`src/rtl/npcs_pkg.sv`:
```
// Shared types, constants and helpers for the nearest palette color search block.
package npcs_pkg;

  localparam int COLOR_W = 8;
  localparam int INDEX_W = 8;
  localparam int ENTRY_W = 3 * COLOR_W;
  localparam int SQ_W = 2 * COLOR_W;
  localparam int DIST_W = 18;
  localparam int PALETTE_ENTRIES_DEF = 256;
  localparam logic [DIST_W-1:0] DIST_START = DIST_W'(256 * 256 + 256 * 256 + 256 * 256);

  typedef enum logic {
    CMD_WRITE = 1'b0,
    CMD_QUERY = 1'b1
  } cmd_t;

  typedef struct packed {
    logic valid;
    logic first;
    logic last;
  } scan_tag_t;

  function automatic logic [COLOR_W-1:0] abs_diff(input logic [COLOR_W-1:0] a,
                                                  input logic [COLOR_W-1:0] b);
    abs_diff = (a >= b) ? (a - b) : (b - a);
  endfunction

endpackage

```
`src/rtl/npcs_dist.sv`:
```
// Distance pipeline: squared differences, sum, and running minimum over one scan.
module npcs_dist #(
  parameter int AW = npcs_pkg::INDEX_W
) (
  input  logic                         clk,
  input  logic                         rst,
  input  npcs_pkg::scan_tag_t          tag,
  input  logic [AW-1:0]                idx,
  input  logic [npcs_pkg::ENTRY_W-1:0] entry,
  input  logic [npcs_pkg::COLOR_W-1:0] q_red,
  input  logic [npcs_pkg::COLOR_W-1:0] q_green,
  input  logic [npcs_pkg::COLOR_W-1:0] q_blue,
  output logic                         busy,
  output logic                         done,
  output logic [AW-1:0]                best
);

  localparam int CW = npcs_pkg::COLOR_W;

  npcs_pkg::scan_tag_t      sq_tag;
  logic [AW-1:0]            sq_idx;
  logic [npcs_pkg::SQ_W-1:0] sq_r, sq_g, sq_b;
  logic [CW-1:0]            dr, dg, db;
  logic [npcs_pkg::DIST_W-1:0] sum, bound, best_dist;
  logic [AW-1:0]            best_idx, best_idx_next;
  logic                     take;

  assign dr = npcs_pkg::abs_diff(entry[3*CW-1:2*CW], q_red);
  assign dg = npcs_pkg::abs_diff(entry[2*CW-1:CW], q_green);
  assign db = npcs_pkg::abs_diff(entry[CW-1:0], q_blue);

  always_ff @(posedge clk) begin
    if (rst) begin
      sq_tag <= '0;
    end else begin
      sq_tag <= tag;
    end
    sq_idx <= idx;
    sq_r   <= dr * dr;
    sq_g   <= dg * dg;
    sq_b   <= db * db;
  end

  assign sum = npcs_pkg::DIST_W'(sq_r) + npcs_pkg::DIST_W'(sq_g) + npcs_pkg::DIST_W'(sq_b);
  assign bound = sq_tag.first ? npcs_pkg::DIST_START : best_dist;
  assign take = sum < bound;
  assign best_idx_next = take ? sq_idx : best_idx;

  always_ff @(posedge clk) begin
    if (rst) begin
      done <= 1'b0;
    end else begin
      done <= sq_tag.valid && sq_tag.last;
    end
    if (sq_tag.valid) begin
      if (take) begin
        best_dist <= sum;
        best_idx  <= sq_idx;
      end
      if (sq_tag.last) begin
        best <= best_idx_next;
      end
    end
  end

  assign busy = sq_tag.valid;

endmodule

```
`config.mk`:
```
export PLATFORM = sky130hd
export DESIGN_NAME = npcs_dist
export DESIGN_NICKNAME = d
export VERILOG_FILES = /design/src/rtl/npcs_pkg.sv /design/src/rtl/npcs_dist.sv
export SDC_FILE = /design/constraint.sdc
export NUM_CORES = 1
export LEC_CHECK = 0
export ABC_CLOCK_PERIOD_IN_PS = 7100
export CORE_MARGIN = 2
export CORE_UTILIZATION = 40
export CTS_CLUSTER_DIAMETER = 120
export DETAILED_ROUTE_END_ITERATION = 10
export DONT_BUFFER_PORTS = 1
export GPL_ROUTABILITY_DRIVEN = 0
export PLACE_DENSITY = 0.63
export SLEW_MARGIN = 20
export SYNTH_ARGS = -nofsm -noshare
export SYNTH_HDL_FRONTEND = slang
export SYNTH_SLANG_ARGS = --single-unit
```
`constraint.sdc`:
```
create_clock -name clk -period 7.1 [get_ports clk]
set_clock_uncertainty 0.1 [all_clocks]
set_input_delay 0.71 -clock clk [delete_from_list [all_inputs] [get_ports clk]]
set_output_delay 0.71 -clock clk [all_outputs]
set_load 0.05 [all_outputs]
```
==> reports/qor.csv <==
stage,metric,value,unit
status,run status,completed,
sta,crit share post-route,0.925,
detailed_routing,Via density,4.94,
critical_path,Critical Path End Type,flip-flop,
synthesis,synthesized area,10600,um^2
synthesis,Synth area leaders,"ha_1, fa_1, dfxtp_1, edfxtp_1, inv_1",
place,placement-stage cell area,11100,um^2
final_layout,Final #Nets,1440,
synthesis,Synth cell types,60,
synthesis,share of the synthesized area in the top cell type,0.196,
detailed_routing,met2 WL,8910,um
hold_path,worst min-delay path class,input port to flip-flop,
detailed_routing,Antenna Violating Nets Remaining,0,
sta,max frequency,0.152,GHz
global_route,first-pass GRT wire length,33700,um
final_layout,# diodes,0,
floorplanning,core area,26100,um^2
synthesis,Synth Instances,1104,
synthesis,"top cells by count, synth","inv_1, ha_1, nor2_1",
floorplanning,I/O pin cnt,71,
place,DP Wirelength,15800,um
clock_tree,Setup Buffers After CTS,0,
detailed_routing,DRT Pass-1 Iters,5,
global_route,largest net degree at the start of global routing,19,
sta,fin. max-slew vios,0,
sta,Final setup violation count,0,
flow_run,number of max-cap violations,0,
critical_path,Crit Path Max Fanout,8,
synthesis,most used flip-flop cell after synthesis,dfxtp_1,
clock_tree,worst skew pair latency,0.34,ns
clock_tree,CTS sink count,91,
floorplanning,Core Rows,59,
synthesis,Synth area leader,ha_1,
clock_tree,CTS Hold Bufs,0,
global_route,vias in the first global route,7307,
detailed_routing,WL met1,9230,um
clock_tree,H-Tree Depth,3,
synthesis,ys async rst share,0,
place,port bufs,0,
detailed_routing,Vias,7192,
global_route,global route overflow,0,
floorplanning,Initial Utilization,0.406,
sta,Fin Hold WS,0.295,ns
critical_path,crit path DAT,6.73,ns
global_route,overall routing resource usage,0.143,
detailed_routing,DRC errors left,0,
critical_path,critical path launch point type,input port,
final_layout,ratio of cells with drive above 1 in the final layout,0.0839,
clock_tree,clock-pin slew on the worst setup and hold paths,0.06,ns
critical_path,"Data required, critical path",7.26,ns
detailed_routing,Iter 0 DRT Violations,289,
sta,Final Hold Vio Count,0,
floorplanning,DIE WIDTH,167,um
clock_tree,CTS root buffer,clkbuf_16,
detailed_routing,uppermost routed layer,met4,
detailed_routing,final WL,18800,um
final_layout,fin area,11300,um^2
sta,RSZ-0062 raised after global routing,no,
sta,final worst path period need,6.57,ns
clock_tree,CTS tree,done,
synthesis,Post-synth EDFFs,34,
detailed_routing,post-DR wirelength/cell,12.9,um
synthesis,"flops & latches, synth",91,
clock_tree,TritonCTS buffer count,9,
floorplanning,Die Y,167,um
synthesis,Mean Syn Cell Area,9.59,um^2
critical_path,kind of critical path,input port to flip-flop,
clock_tree,Clock Tree Buf Depth,2,
final_layout,Layout area overhead,7.11,%
synthesis,sequential cell area fraction in the yosys report,0.204,
synthesis,Synth warnings,0,
global_route,initial antenna violation count,0,
sta,setup TNS,0,ns
final_layout,post-layout util,0.435,
sta,Slew @ Worst Pin,0.894,ns
sta,Max-slew headroom,0.404,
clock_tree,post-cts gate resize count,0,
detailed_routing,met3 wire length,518,um
synthesis,most frequent cell after synthesis,inv_1,
floorplanning,Die ar.,27800,um^2
==> sequential cells by signal, indices dropped and copies added, names as in the netlist <==
| register | count |
|---|---|
| sq_r | 15 |
| busy | 1 |
| best | 8 |
| sq_g | 15 |
| sq_b | 15 |
| done | 1 |
| best_idx | 8 |
| best_dist | 18 |
| sq_idx | 8 |
| sq_tag | 2 |
==> path summary, 6_finish.rpt <==
check,from,to,slack [ns],depth (start not counted)
worst max-delay path,entry[8],sq_g[12],0.53,23
worst min-delay path,idx[4],sq_idx[4],0.29,0
worst max register to register,sq_r[3],best_dist[8],1.53,16
worst min register to register,sq_idx[5],best_idx[5],0.46,1
==> cells by family (layout without fill, tap and decap cells) <==
family | after synthesis | in the layout | synth area share
xor gates and xnor gates | 75 | 75 | 0.0737
AOI/OAI and AO/OA | 189 | 189 | 0.120
and+or+nand+nor | 236 | 236 | 0.112
adders and majority gates | 263 | 263 | 0.379
muxes | 30 | 30 | 0.0293
other | 2 | 3 | 0.000709
buffers and inverters | 218 | 234 | 0.0813
DFF | 91 | 91 | 0.204
==> critical path, cell delays in order <==
cell and delay (ns):
inv_1 0.03, ha_1 0.15, inv_1 0.06, fa_1 0.38, nand3_1 0.11, a31oi_1 0.14, a211oi_4 0.23, buf_4 0.21
mux2i_1 0.23, xor2_1 0.53, nor2_1 0.14, fa_1 0.49, fa_1 0.54, inv_1 0.05, fa_1 0.52, fa_1 0.55
inv_1 0.04, ha_1 0.34, o21a_1 0.13, o31a_1 0.12, o31ai_2 0.32, or4b_2 0.61, o211ai_1 0.10
==> cells in the final DEF (no fill, tap or decap), types with 18 or more instances in the layout <==
cell type / n
o21ai_0: 27
edfxtp_1: 34
xnor2_1: 41
a21oi_1: 60
mux2i_1: 22
inv_1: 197
dfxtp_1: 57
nor2_1: 101
fa_1: 97
xor2_1: 19
a21o_1: 33
nand2b_1: 22
ha_1: 166
nand2_1: 18
buf_4: 21
==> per-layer routing <==
metal  GRT usage  vias up
li1            -     3671
met1       0.196     3397
met2       0.239      111
met3      0.0207       13
met4      0.0304        0
met5           0        -
==> through the flow <==
stage,setup slack [ns],instances
finish,0.531,1456
global route,0.169,1456
CTS,0.557,1456
detailed placement,0.209,1440
global placement,0.330,1440
floorplan,0.352,1105
==> cell type report <==
cell class | instances | area (um^2)
inverters | 197 | 739
fillers | 2490 | 14700
well taps | 335 | 419
repair buffers | 21 | 158
flip-flops and latches | 91 | 2160
multi-input cells | 796 | 7570
clock buffers | 10 | 229
clock inverters | 6 | 65.1
Power is left out: the tool's default activity adds up to more than one toggle a clock period on the data nets, which glitch-free logic cannot reach.
